`src/rtl/scld_pkg.sv`:
```
// ----------------------------------------------------------------------------
// scld_pkg: shared types and constants for the staged coil level driver
// Holds the item and result layouts, the coil mode codes and the level table.
// ----------------------------------------------------------------------------
package scld_pkg;

  localparam int NUM_COILS       = 3;
  localparam int LEVEL_W         = 8;
  localparam int TIME_W          = 32;
  localparam int IN_TDATA_W      = 48;
  localparam int OUT_TDATA_W     = 16;
  localparam int CFG_AW          = 3;
  localparam int CFG_DW          = 32;

  localparam logic [1:0]         OP_SET    = 2'd0;
  localparam logic [1:0]         OP_UPDATE = 2'd1;
  localparam logic [1:0]         OP_OFF    = 2'd2;

  localparam logic [LEVEL_W-1:0] NO_SAVED_LEVEL  = 8'hff;
  localparam logic [LEVEL_W-1:0] LEVEL_COUNT     = 8'd7;
  localparam logic [TIME_W-1:0]  INTERVAL_RESET  = 32'd1000;

  // register index (paddr[2])
  localparam logic               REG_TOGGLE_INTERVAL = 1'b0;

  typedef enum logic [1:0] {
    MODE_OFF  = 2'd0,
    MODE_ON   = 2'd1,
    MODE_HALF = 2'd2
  } mode_t;

  typedef mode_t [NUM_COILS-1:0] coil_modes_t;

  typedef struct packed {
    logic [TIME_W-1:0]  now_time;
    logic               door_open;
    logic [LEVEL_W-1:0] level;
    logic [1:0]         op;
  } in_item_t;

  typedef struct packed {
    logic [LEVEL_W-1:0]   level_now;
    logic [NUM_COILS-1:0] coil_on;   // bit 0 is coil 1
    logic                 status;
  } result_t;

  typedef struct packed {
    logic [TIME_W-1:0] last_flip;
    logic              pin;
  } coil_state_t;

  // Level to coil modes; index 0 is coil 1. Only valid for levels 0..6.
  function automatic coil_modes_t level_modes(input logic [2:0] lvl);
    coil_modes_t m;
    m = '{MODE_OFF, MODE_OFF, MODE_OFF};
    case (lvl)
      3'd0: m = '{MODE_OFF,  MODE_OFF,  MODE_OFF};
      3'd1: m = '{MODE_OFF,  MODE_OFF,  MODE_HALF};
      3'd2: m = '{MODE_OFF,  MODE_OFF,  MODE_ON};
      3'd3: m = '{MODE_OFF,  MODE_HALF, MODE_ON};
      3'd4: m = '{MODE_OFF,  MODE_ON,   MODE_ON};
      3'd5: m = '{MODE_HALF, MODE_ON,   MODE_ON};
      3'd6: m = '{MODE_ON,   MODE_ON,   MODE_ON};
      default: m = '{MODE_OFF, MODE_OFF, MODE_OFF};
    endcase
    return m;
  endfunction

endpackage

```
`src/rtl/scld_coil.sv`:
```
// ----------------------------------------------------------------------------
// scld_coil: next pin and flip time for one coil
// Off/on coils follow their mode; half-duty coils flip once the interval has
// elapsed since the last flip (sum wraps at 2^32, zero time = not started).
// ----------------------------------------------------------------------------
module scld_coil (
  input  scld_pkg::mode_t             mode,
  input  scld_pkg::coil_state_t       cur,
  input  logic [scld_pkg::TIME_W-1:0] now_time,
  input  logic [scld_pkg::TIME_W-1:0] interval,
  input  logic                        drive,
  output scld_pkg::coil_state_t       nxt
);
  import scld_pkg::*;

  logic [TIME_W-1:0] due;

  assign due = cur.last_flip + interval;

  always_comb begin
    nxt = cur;
    if (drive) begin
      if (mode == MODE_HALF) begin
        if (cur.last_flip == '0) begin
          nxt.last_flip = now_time;
        end else if (now_time >= due) begin
          nxt.last_flip = now_time;
          nxt.pin       = ~cur.pin;
        end
      end else begin
        nxt.last_flip = '0;
        nxt.pin       = (mode == MODE_ON);
      end
    end
  end

endmodule

```
`src/rtl/scld_ctrl.sv`:
```
// ----------------------------------------------------------------------------
// scld_ctrl: level, door and coil state with the per-item update
// One item is decoded combinationally and applied when go is high.
// ----------------------------------------------------------------------------
module scld_ctrl (
  input  logic                        clk,
  input  logic                        rst_n,
  input  logic                        go,
  input  scld_pkg::in_item_t          item,
  input  logic [scld_pkg::TIME_W-1:0] interval,
  output scld_pkg::result_t           res
);
  import scld_pkg::*;

  logic [LEVEL_W-1:0] power_level_r, power_level_nxt;
  logic [LEVEL_W-1:0] saved_level_r, saved_level_nxt;
  coil_modes_t        modes_r, modes_nxt;
  coil_state_t        coil_r   [NUM_COILS];
  coil_state_t        coil_upd [NUM_COILS];
  coil_state_t        coil_nxt [NUM_COILS];
  logic               err;
  logic               drive;
  logic               clear;

  always_comb begin
    power_level_nxt = power_level_r;
    saved_level_nxt = saved_level_r;
    modes_nxt       = modes_r;
    err             = 1'b0;
    drive           = 1'b0;
    clear           = 1'b0;
    case (item.op)
      OP_SET: begin
        power_level_nxt = item.level;
        if (item.level < LEVEL_COUNT) begin
          modes_nxt = level_modes(item.level[2:0]);
        end else begin
          err = 1'b1;
        end
      end
      OP_UPDATE: begin
        if (item.door_open) begin
          if (saved_level_r == NO_SAVED_LEVEL) begin
            saved_level_nxt = power_level_r;
          end
          if (power_level_r != '0) begin
            power_level_nxt = '0;
            modes_nxt       = level_modes(3'd0);
          end
        end else if (saved_level_r != NO_SAVED_LEVEL) begin
          power_level_nxt = saved_level_r;
          if (saved_level_r < LEVEL_COUNT) begin
            modes_nxt       = level_modes(saved_level_r[2:0]);
            saved_level_nxt = NO_SAVED_LEVEL;
          end else begin
            err = 1'b1;
          end
        end
        drive = ~err;
      end
      OP_OFF: begin
        clear = 1'b1;
      end
      default: begin
      end
    endcase
  end

  for (genvar c = 0; c < NUM_COILS; c++) begin : g_coil
    scld_coil u_coil (
      .mode     (modes_nxt[c]),
      .cur      (coil_r[c]),
      .now_time (item.now_time),
      .interval (interval),
      .drive    (drive),
      .nxt      (coil_upd[c])
    );

    always_comb begin
      coil_nxt[c] = clear ? coil_state_t'('0) : coil_upd[c];
    end

    always_ff @(posedge clk) begin
      if (!rst_n) begin
        coil_r[c] <= '0;
      end else if (go) begin
        coil_r[c] <= coil_nxt[c];
      end
    end

    assign res.coil_on[c] = coil_nxt[c].pin;
  end

  always_ff @(posedge clk) begin
    if (!rst_n) begin
      power_level_r <= '0;
      saved_level_r <= NO_SAVED_LEVEL;
      modes_r       <= '{MODE_OFF, MODE_OFF, MODE_OFF};
    end else if (go) begin
      if (clear) begin
        power_level_r <= '0;
        saved_level_r <= NO_SAVED_LEVEL;
        modes_r       <= '{MODE_OFF, MODE_OFF, MODE_OFF};
      end else begin
        power_level_r <= power_level_nxt;
        saved_level_r <= saved_level_nxt;
        modes_r       <= modes_nxt;
      end
    end
  end

  assign res.status    = err;
  assign res.level_now = clear ? '0 : power_level_nxt;

endmodule

```
`src/rtl/staged_coil_level_driver.sv`:
```
// ----------------------------------------------------------------------------
// staged_coil_level_driver: three-coil heater drive from a power level 0..6
// Input register, combinational decode/coil update, registered result.
// ----------------------------------------------------------------------------
//
//  channel | direction | handshake          | payload
//  --------+-----------+--------------------+-------------------------------
//  in_     | in        | in_tvalid/tready   | op, level, door_open, now_time
//  out_    | out       | out_tvalid/tready  | status, coil1..3_on, level_now
//  cfg_    | in        | APB, pready = 1    | toggle_interval at 0x0
//
//  Every item passes from acceptance through the input register, where it is
//  decoded, into the result register. One item per cycle sustained while
//  out_tready stays high; state written as the result is registered, so the
//  next item sees it. A stalled result holds the result stage; the input
//  register can still take one more item, then holds it. Synchronous reset
//  clears all control and coil state and loads toggle_interval with 1000.
// ----------------------------------------------------------------------------
module staged_coil_level_driver (
  input  logic                             clk,
  input  logic                             rst_n,
  // [1:0] op, [9:2] level, [10] door_open, [42:11] now_time, rest zero
  input  logic                             in_tvalid,
  output logic                             in_tready,
  input  logic [scld_pkg::IN_TDATA_W-1:0]  in_tdata,
  // [0] status, [1] coil1_on, [2] coil2_on, [3] coil3_on, [11:4] level_now
  output logic                             out_tvalid,
  input  logic                             out_tready,
  output logic [scld_pkg::OUT_TDATA_W-1:0] out_tdata,
  input  logic                             cfg_psel,
  input  logic                             cfg_penable,
  input  logic                             cfg_pwrite,
  input  logic [scld_pkg::CFG_AW-1:0]      cfg_paddr,
  input  logic [scld_pkg::CFG_DW-1:0]      cfg_pwdata,
  output logic [scld_pkg::CFG_DW-1:0]      cfg_prdata,
  output logic                             cfg_pready
);
  import scld_pkg::*;

  localparam int ITEM_W = $bits(in_item_t);
  localparam int RES_W  = $bits(result_t);

  // config register
  logic [TIME_W-1:0] interval_r;
  logic              cfg_wr;

  // input stage
  in_item_t          item_r;
  logic              in_valid_r, in_valid_nxt;
  logic              in_fire;

  // result stage
  result_t           res, res_r;
  logic              out_valid_r, out_valid_nxt;
  logic              advance;

  // ---------------- APB ----------------
  assign cfg_pready = 1'b1;
  assign cfg_wr     = cfg_psel & cfg_penable & cfg_pwrite & cfg_pready;

  always_ff @(posedge clk) begin
    if (!rst_n) begin
      interval_r <= INTERVAL_RESET;
    end else if (cfg_wr && cfg_paddr[2] == REG_TOGGLE_INTERVAL) begin
      interval_r <= cfg_pwdata;
    end
  end

  assign cfg_prdata = (cfg_paddr[2] == REG_TOGGLE_INTERVAL) ? interval_r : '0;

  // ---------------- pipeline control ----------------
  // the item in the input register moves on when the result slot is free
  assign advance   = in_valid_r & (~out_valid_r | out_tready);
  assign in_tready = ~in_valid_r | advance;
  assign in_fire   = in_tvalid & in_tready;

  always_comb begin
    in_valid_nxt = in_valid_r;
    if (in_fire) begin
      in_valid_nxt = 1'b1;
    end else if (advance) begin
      in_valid_nxt = 1'b0;
    end
  end

  always_comb begin
    out_valid_nxt = out_valid_r;
    if (advance) begin
      out_valid_nxt = 1'b1;
    end else if (out_tready) begin
      out_valid_nxt = 1'b0;
    end
  end

  always_ff @(posedge clk) begin
    if (!rst_n) begin
      in_valid_r  <= 1'b0;
      out_valid_r <= 1'b0;
    end else begin
      in_valid_r  <= in_valid_nxt;
      out_valid_r <= out_valid_nxt;
    end
  end

  // payload registers
  always_ff @(posedge clk) begin
    if (in_fire) begin
      item_r <= in_item_t'(in_tdata[ITEM_W-1:0]);
    end
    if (advance) begin
      res_r <= res;
    end
  end

  // ---------------- decode and coil update ----------------
  scld_ctrl u_ctrl (
    .clk      (clk),
    .rst_n    (rst_n),
    .go       (advance),
    .item     (item_r),
    .interval (interval_r),
    .res      (res)
  );

  assign out_tvalid = out_valid_r;
  assign out_tdata  = {{(OUT_TDATA_W-RES_W){1'b0}}, res_r};

  // ---------------- assertions ----------------
  // a turn-off item always reports a cleared state
  a_off_clears: assert property (@(posedge clk) disable iff (!rst_n)
    advance && item_r.op == OP_OFF |=> out_tdata[RES_W-1:0] == '0)
    else $error("turn-off item did not clear the result");

  // an error is only reported with an out-of-range stored level
  a_err_level: assert property (@(posedge clk) disable iff (!rst_n)
    out_tvalid && out_tdata[0] |-> out_tdata[11:4] >= LEVEL_COUNT)
    else $error("error status with a valid level");

  // a full pipeline with a stalled output refuses new items
  a_full_stall: assert property (@(posedge clk) disable iff (!rst_n)
    in_valid_r && out_valid_r && !out_tready |-> !in_tready)
    else $error("input accepted while pipeline full and stalled");

  // the result register only loads when an item moves on
  a_out_load: assert property (@(posedge clk) disable iff (!rst_n)
    !in_valid_r && !out_valid_r |=> !out_tvalid)
    else $error("result appeared without an item");

endmodule

```
`config.mk`:
```
export PLATFORM = sky130hd
export DESIGN_NAME = staged_coil_level_driver
export DESIGN_NICKNAME = d
export VERILOG_FILES = /design/src/rtl/scld_pkg.sv /design/src/rtl/scld_coil.sv /design/src/rtl/scld_ctrl.sv /design/src/rtl/staged_coil_level_driver.sv
export SDC_FILE = /design/constraint.sdc
export NUM_CORES = 1
export LEC_CHECK = 0
export ABC_CLOCK_PERIOD_IN_PS = 7400
export BUFFER_PORTS_ARGS = -buffer_cell sky130_fd_sc_hd__buf_2
export CORE_MARGIN = 1.5
export CORE_UTILIZATION = 61
export DETAILED_ROUTE_END_ITERATION = 6
export PLACE_DENSITY = 0.82
export SLEW_MARGIN = 0
export SYNTH_ARGS = -nofsm -noshare
export SYNTH_HDL_FRONTEND = slang
export SYNTH_SLANG_ARGS = --single-unit
```
`constraint.sdc`:
```
create_clock -name clk -period 7.4 [get_ports clk]
set_clock_uncertainty 0.05 [all_clocks]
set_input_delay 0.37 -clock clk [delete_from_list [all_inputs] [get_ports clk]]
set_output_delay 0.37 -clock clk [all_outputs]
set_load 0.1 [all_outputs]
```
==> results.txt, run 1 <==
- The flow ran to the end, and the final reports show no timing, DRC or antenna violations.
* Gate count after technology mapping: 1,591
- Number of antenna violations at the first check in global routing: 0
- Cell seen most often among critical-path stages: o21ai_0
- Share of synthesized area occupied by flip-flops and latches: 37.5%
* Post-layout net count: between 2k and 2.5k
* Crit path launch: u_ctrl.coil_r[0][1]$_SDFFCE_PP0P_
- Via count: 13.4k
- Total congestion overflow: 0
- Via-per-instance ratio: 6.42
* Maximum frequency from static timing analysis: between 150 and 200 MHz
- Count of pins on the block boundary: roughly 140
* HP Class: in -> reg
- Entering global routing, the biggest net connects 50 pins.
- Post-synth design cell area: approximately 0.015 mm²
* Crit. path cell count: 18
- Die Span X: around 160 µm
- Number of input and output port buffers inserted: 128
- In this run the mean area of a mapped cell was 9.63 µm².
- Aggregate routed wire length: 42.9 mm
* Antenna diode count: 0
* DRC viols: 0
* Final Power: around 0.0033 W
- The startpoint identified for the worst register-to-register timing path is u_ctrl.coil_r[0][1]$_SDFFCE_PP0P_.
* Clock period minus final worst setup slack: 6.26 ns
* Top cells by instance count after synthesis: ha_1, edfxtp_1, a21oi_1
* Antenna violation net count after detailed routing: 0
- Data arrival time of the worst path: 6.35 ns
- The area growth from synthesis to layout is 14.0%.
- Final-layout worst hold slack: 0.0226 ns
- Clock tree synthesis selected as its root buffer the cell clkbuf_16.
- The critical path ends at u_ctrl.coil_r[0][9]$_SDFFCE_PP0P_.
- Counting along the longest clock path gives a buffer depth of 3.
- Yosys instantiated no cell more often than ha_1.
- In the final layout, the share of cells above drive strength 1 is between 10% and 20%.
- Setup repair after global routing missed its margin: no
* Clock-pin slew on the worst setup and hold paths: approximately 0.060 ns
- R2r setup slk: 1.14 ns
- edfxtp_1 takes more of the synthesized area than any other cell.
- Measured along the y axis, the die boundary spans 161 µm.
- Setup violations remaining at the end of the flow were counted as 0.
- HPWL after detailed placement: 30.7 mm
- Number of core rows: 57
- Drt wl/cell: 20.6 µm
* Max-cap violation count: 0
- Critical R2R Capture: u_ctrl.coil_r[0][9]$_SDFFCE_PP0P_
- Maximum single-stage delay on the critical path: 0.92 ns
* Worst-Margin Slew: ~1.2 ns
* Post-CTS setup-driven buffer insertion count: 0
- By startpoint and endpoint, the worst setup path is classified as reg -> reg.
* Total negative slack for setup checks: 0 ns
- The worst path meets setup with 1.14 ns of slack.
- Critical Path Slowest Stage Cell: a21oi_4
* Area of the core: 0.0245 mm²
- For the worst setup path, the data required time is 7.49 ns.
- Counting both buffers and inverters, the worst setup path holds a total of 1.
- The total count of hold-check failures in the final report was 0.
* Fin crit share: 84.6%
- Number of clock sinks: between 200 and 250
* Max Transition Viols Final: 0
- Die ar.: 0.0261 mm²
* Count of flip-flops with a built-in enable after synthesis: 154
* Detailed Route Iter0 Violations: 1,440
- The first global-routing pass estimated 67.6 mm of wire.
* Count of instances resized after the clock tree is built: 0
- Relative max-transition margin: 20.7%
* Vias in the first global route: 13.1k
- Clock latency of the later-clocked register in the worst-skew pair: 0.53 ns
* Final core utilization: 71.4%
* Post-synth ARST share: 0%
* Worst IR Drop VDD: 0.177 mV
* Capturing element type of the critical path: flip-flop
- In this run the number of H-tree levels came out at 1.
- In this run, CTS created clock tree buffers numbering 24.
- Most used flip-flop cell after synthesis: edfxtp_1
- The signal on the critical path passes through ha_1 -> inv_1 -> fa_1 -> nor2b_1 -> o31a_1 -> o21ai_0 -> nand3_1 -> a31oi_1 -> o21ai_0 -> xnor2_1 -> ha_1 -> nand2_1 -> or2_2 -> o21ai_0 -> a21oi_1 -> o41a_1 -> a41o_2 -> a21oi_4.
- Of the post-synthesis cell area, the dominant cell type holds 30.2%.
- The synthesized netlist contains 75 unique library cells.
- Synthesis Warnings: 0
- #FFs+latches synth: 210
- Of all nets on the critical path, the largest fanout is 32.
* Category of the worst setup path launch point: flip-flop
* TritonCTS clock tree: built
- In this run the power density over the cells is 188 mW/mm².
- Global routing consumed, over all layers together, 32.7% of the routing resources.
- R2R cell count: 18
* Cell class contributing the biggest share of worst-path delay: compound AO/OA/AOI/OAI gates
- Routability-driven placement finished with a final weighted congestion of 0.996.
- Sorting the synthesized cells by area gives the leading types as edfxtp_1, ha_1, dfxtp_1, a21oi_1, and3_1.
- Before antenna repair, the detailed router went through 5 iterations.
* Leak Pwr: 7.85 nW
- Worst Setup Slack post-DPL: 1.33 ns
- Initial core utilization: 62.6%
## where the power goes
group	total, W	internal [W]	switching (W)
registers	0.00140	0.00133	0.0000669
clock network	0.00122	0.000738	0.000480
logic	0.000661	0.000258	0.000403
## cells by family (layout without fill, tap and decap cells)
family                   Yosys count  in the layout  share of synthesized area (%)
AND/OR/NAND/NOR                  547            547                           19.1
AO/OA/AOI/OAI                    458            458                           19.7
flip-flops                       210            210                           37.5
adder cells (fa/ha/maj)          195            195                           16.1
buffers and inverters             94            261                           2.73
XOR/XNOR                          84             84                           4.80
other                              2              5                         0.0490
multiplexers                       1              1                         0.0653
## worst reg2reg max path: stages, from the launching register on
cell,delay (ns)
edfxtp_1,0.41
ha_1,0.24
inv_1,0.08
fa_1,0.21
nor2b_1,0.07
o31a_1,0.28
o21ai_0,0.34
nand3_1,0.28
a31oi_1,0.57
o21ai_0,0.36
xnor2_1,0.21
ha_1,0.29
nand2_1,0.07
or2_2,0.31
o21ai_0,0.18
a21oi_1,0.12
o41a_1,0.54
a41o_2,0.34
a21oi_4,0.92
## sequential cells by signal, indices dropped and copies added (netlist names)
name / count
in_valid_r: 1
interval_r: 32
item_r: 43
out_tdata: 12
out_tvalid: 1
u_ctrl.coil_r: 99
u_ctrl.modes_r: 6
u_ctrl.power_level_r: 8
u_ctrl.saved_level_r: 8
## per-stage QoR
| step | cells | area, µm² |
|---|---|---|
| after floorplan | 1594 | 15300 |
| after global placement | 1994 | 16200 |
| after detailed placement | 1994 | 16200 |
| after CTS | 2085 | 17500 |
| after global routing | 2085 | 17500 |
| final | 2085 | 17500 |
## metal layers
layer | wire (µm) | track usage [%]
met2 | 20500 | 56.2
met1 | 17400 | 42.5
met4 | 1310 | 11.1
met3 | 3610 | 4.47
met5 | 0 | 0
## what timing repair did
item,4_1_cts,5_1_grt
hold endpoints to repair,47,0
endpoints found under the setup margin,0,0
hold buffers,47,0
## cell type report
type,instances,area [µm²]
well taps,324,405
repair buffers,183,1170
inverters,34,128
clock inverters,5,75.1
flip-flops and latches,210,5750
clock buffers,39,728
multi-input cells,1290,9210
fillers,1847,7000
## how the worst min path moves through the flow
stage	from	to	slack, ns	depth (start not counted)
floorplan	u_ctrl.modes_r[5]$_SDFFE_PN0P_	u_ctrl.modes_r[5]$_SDFFE_PN0P_	0.38	2
global placement	u_ctrl.modes_r[2]$_SDFFE_PN0P_	u_ctrl.modes_r[2]$_SDFFE_PN0P_	0.40	2
detailed placement	u_ctrl.modes_r[5]$_SDFFE_PN0P_	u_ctrl.modes_r[5]$_SDFFE_PN0P_	0.41	2
CTS	cfg_pwdata[3]	interval_r[3]$_SDFFE_PN1P_	0.006	3
global route	in_tdata[34]	item_r[34]$_DFFE_PP_	0.01	1
finish	cfg_pwdata[3]	interval_r[3]$_SDFFE_PN1P_	0.02	3
## cells in the final DEF, fill, tap and decap left out, types with 12 or more instances in the layout
master and instances:
nor2_1 68, nor4_1 29, buf_2 128, and2_1 12, xnor2_1 46, and3_1 101, clkbuf_16 25, o21a_1 19
dfxtp_1 56, ha_1 192, nand2_1 121, inv_1 34, dlygate4sd3_1 47, o21ai_0 81, a21o_1 74, nand3_1 29
nand4_1 36, edfxtp_1 154, a21boi_0 34, nand2b_1 27, xor2_1 38, nor3_1 27, nor2b_1 56, a31oi_1 16
a21oi_1 128
Note: power is estimated with default switching activity, not from simulation.
==> inputs of run 2 (changes only) <==
ABC_AREA = 1   (was default)
ABC_CLOCK_PERIOD_IN_PS = 5600   (was 7400)
CORE_UTILIZATION = 55   (was 61)
PLACE_DENSITY = 0.77   (was 0.82)
clock period = 5.6 ns   (was 7.4 ns; I/O delays follow)
==> results.txt, run 2 <==
* Largest register FFs: 99 (unchanged)
- Average footprint of a synthesized cell: 7.98 µm² (-17%)
* Gate count after technology mapping: 1,995 (+25%)
- Result of the run: complete, but fails checks
* Antenna violation net count after detailed routing: 0 (unchanged)
- Max-cap violation count: 0 (unchanged)
- The number of buffers inserted to repair setup after CTS was 0 (unchanged).
- DIE HEIGHT: 173 µm (+7.2%)
- Clock-pin slew on the worst setup and hold paths: 0.06 ns (about the same)
- TritonCTS built the clock tree.
* Die ar.: 0.0300 mm² (+15%)
* # H-tree levels: 1 (unchanged)
* Power density over the cells: 252 mW/mm² (+34%)
* Die Span X: 173 µm (+7.2%)
* Worst IR Drop VDD: 0.258 mV (+45%)
- The netlist area before placement was 0.0159 mm² (+3.9%).
- Clock Power Share: 35.8% (-1.4 points)
* Cell types occupying the most area after synthesis: edfxtp_1, ha_1, nand2_1, dfxtp_1, nor2_1
* Clk Tree Root Cell: clkbuf_16
- The number of warnings issued by yosys came to 0 (unchanged).
- The number of gates given a new drive strength after cts came to 0 (unchanged).
- The area of placed instances was 0.0169 mm² (+4.4%).
- The final design utilization came to 64.6% (-6.8 points).
- Clock latency of the later-clocked register in the worst-skew pair: 0.57 ns (+0.04 ns)
- HP Class: in -> reg
- The register with the most flip-flops in the final layout is u_ctrl.coil_r.
* Data arrival time of the worst path: 5.13 ns (-1.22 ns)
* R2r setup slk: 0.62 ns (-0.52 ns)
* Total negative slack for setup checks: 0 ns (unchanged)
- Cell type contributing the most total cell area after synthesis: edfxtp_1
- Cell-internal power: 0.00311 W (+34%)
- Top cells by instance count after synthesis: nand2_1, nor2_1, inv_1
* Fraction of power spent switching nets: 33.3% (+4.3 points)
- The number of failing setup endpoints in the final timing report was 0 (unchanged).
* Switching power: 0.00155 W (+63%)
- Total congestion overflow: 0 (unchanged)
* Largest regs: u_ctrl.coil_r: 99 flops, item_r: 43 flops, interval_r: 32 flops
- The area fraction of the dominant cell type after synthesis was 29.1% (-1.1 points).
* Max Transition Viols Final: 0 (unchanged)
- Sequential Power Share: 40.2% (-2.4 points)
- The initial cell density of the core is 55.6% (-7.0 points).
- Fin crit share: 89.0% (+4.3 points)
- The total count of hold-check failures in the final report is 1 (+1).
* Combinational fraction of design power: 24.0% (+3.8 points)
* Commonest non-fill, non-tap cell in the layout: nand2_1
- Leak Pwr: 8.11 nW (+3.3%)
- The worst setup path is of the reg -> reg kind.
* Length of the first detailed-routing pass in iterations: 7 (+2)
* Detailed Route Iter0 Violations: 1,435 (-0.35%)
- The number of synthesized flops with an enable pin is 154 (unchanged).
- Maximum frequency from static timing analysis: 201 MHz (+26%)
- The cell count of the worst hold path was 3 (unchanged).
- The headroom to the max-slew limit was 19.7% (-1.1 points).
- The worst setup slack before clock tree synthesis was 0.685 ns (-0.648 ns).
- The final worst setup slack is 0.618 ns (-0.518 ns).
* Maximum net fanout on the critical path: 32 (unchanged)
- Most used cells in the layout excluding fill and tap cells: nand2_1, nor2_1, inv_1
* Cell total after placement: 2,474 (+24%)
- Most used flip-flop cell after synthesis: edfxtp_1
- The global-route wire length before repair was 76.5 mm (+13%).
* Fraction of layout instances using a drive strength above 1: 9.86% (-1.7 points)
* #FFs+latches synth: 210 (unchanged)
- The worst setup path is launched from a flip-flop.
* Count of hold buffers inserted by post-cts repair: 77 (+64%)
- Via-per-instance ratio: 5.81 (-9.5%)
- The clock period minus final worst setup slack is 4.98 ns (-1.28 ns).
- Number of clock buffers inserted by TritonCTS: 24 (unchanged)
* Cell with the most instances after synthesis: nand2_1
- The largest net degree at the start of global routing came to 45 (-10%).
- The layout net count was 2,478 (+22%).
* Post-synth ARST share: 0% (unchanged)
- The final routed wirelength across all metal layers was 49.8 mm (+16%).
- The smallest hold slack was -0.000618 ns (-0.0233 ns).
- The maximum buffer depth of the clock tree came to 3 (unchanged).
* Distinct cells, synth: 53 (-29%)
- R2R cell count: 19 (+1)
* Final std cells w/o fill: 2,595 (+24%)
* DRC viols: 0 (unchanged)
* Area overhead of the layout relative to synthesis: 16.2%
- The number of global-route vias before repair was 14.3k (+9.2%).
* Area of the core: 0.0286 mm² (+17%)
- Number of core rows: 62 (+8.8%)
* Number of antenna violations at the first check in global routing: 0 (unchanged)
- HPWL after detailed placement: 38.8 mm (+27%)
- The post-detailed-route wirelength per cell is 19.2 µm (-6.6%).
- The data required time at the worst endpoint was 5.75 ns (-1.74 ns).
- The final reports fail on hold timing.
- The total via count after detailed routing was 15.1k (+13%).
* Number of clock sinks: 210 (unchanged)
- Overall Global Routing Usage: 32.7% (-0.073 points)
- Placer congestion estimate: 0.966 (-3.1%)
- The area of all placed cells without fillers is 0.0185 mm² (+5.9%).
- Number of input and output port buffers inserted: 128 (unchanged)
* Worst-Margin Slew: 1.21 ns (+0.0187 ns)
- The final antenna diode count was 0 (unchanged).
* Capturing element type of the critical path: flip-flop
- The boundary pin count was 141 (unchanged).
- The fraction of the yosys area taken by sequential cells is 36.1% (-1.4 points).
- Setup repair after global routing missed its margin: no
[run 2: cell count changes in the layout (fill, tap and decap cells not counted), sizes merged, moves of 12 or more]
cell,before,now
nor2b,56,0
nand2,122,350
dlygate4sd3,47,77
a21boi,35,5
and3,103,1
nor2,70,312
a21oi,132,194
and2,13,1
a21o,74,19
nand2b,27,0
nand3,29,89
o21ai,83,121
inv,34,207
[run 2: per-stage QoR]
step	hold slack, ns	total power (W)
2_1_floorplan	0.329	0.00265
3_3_place_gp	0.407	0.00292
3_5_place_dp	0.408	0.00295
4_1_cts	0.000182	0.00465
5_1_grt	0.0212	0.00485
6_report	-0.000618	0.00466
[run 2: cell type report]
class	instances	area [µm²]
timing repair buffer	211	1460
clock inverter	16	205
multi-input combinational	1543	9230
clock buffer	28	616
inverter	203	762
fill	2435	10100
tap	384	480
sequential	210	5750
[run 2: cell families after synthesis]
group	share of synthesized area [%]
fa+ha+maj	15.5
xor+xnor	4.84
compound gates	15.0
simple gates	22.2
other cells	0.0472
flops	36.1
buf+inv	6.30
[run 2: power groups by stage]
stage / clock network, W / logic, W / registers [W]
CTS: 0.00168 / 0.00111 / 0.00186
global route: 0.00173 / 0.00124 / 0.00188
global placement: 0 / 0.00103 / 0.00189
floorplan: 0 / 0.000768 / 0.00189
finish: 0.00167 / 0.00112 / 0.00187
detailed placement: 0 / 0.00106 / 0.00189
[run 2: worst paths after layout]
path / start / endpoint
min: cfg_pwdata[2] / interval_r[2]$_SDFFE_PN0P_
max reg2reg: interval_r[1]$_SDFFE_PN0P_ / u_ctrl.coil_r[0][6]$_SDFFCE_PP0P_
min reg2reg: u_ctrl.modes_r[1]$_SDFFE_PN0P_ / u_ctrl.modes_r[1]$_SDFFE_PN0P_
max: interval_r[1]$_SDFFE_PN0P_ / u_ctrl.coil_r[0][6]$_SDFFCE_PP0P_
[run 2: worst max-delay path, cell delays in order, from the launching register on]
cell      delay (ns)
dfxtp_1         0.45
inv_1           0.25
fa_1            0.51
o21ai_1         0.37
a21boi_2        0.14
o21ai_1         0.38
nand2_1         0.14
nand2_1         0.15
a31oi_1         0.10
xor2_1          0.16
ha_1            0.27
nand2_1         0.06
nor2_1          0.16
nand4_1         0.17
nor2_1          0.25
nand4_1         0.14
nand3_1         0.16
a21oi_1         0.10
a31oi_4         0.17
buf_4           0.42
[run 2: routing by layer]
metal,track usage [%],up-vias,routed length [µm]
met2,54.3,657,22700
met4,8.22,0,1310
li1,-,7287,-
met3,4.64,79,4150
met1,44.9,7063,21700
met5,0,-,0
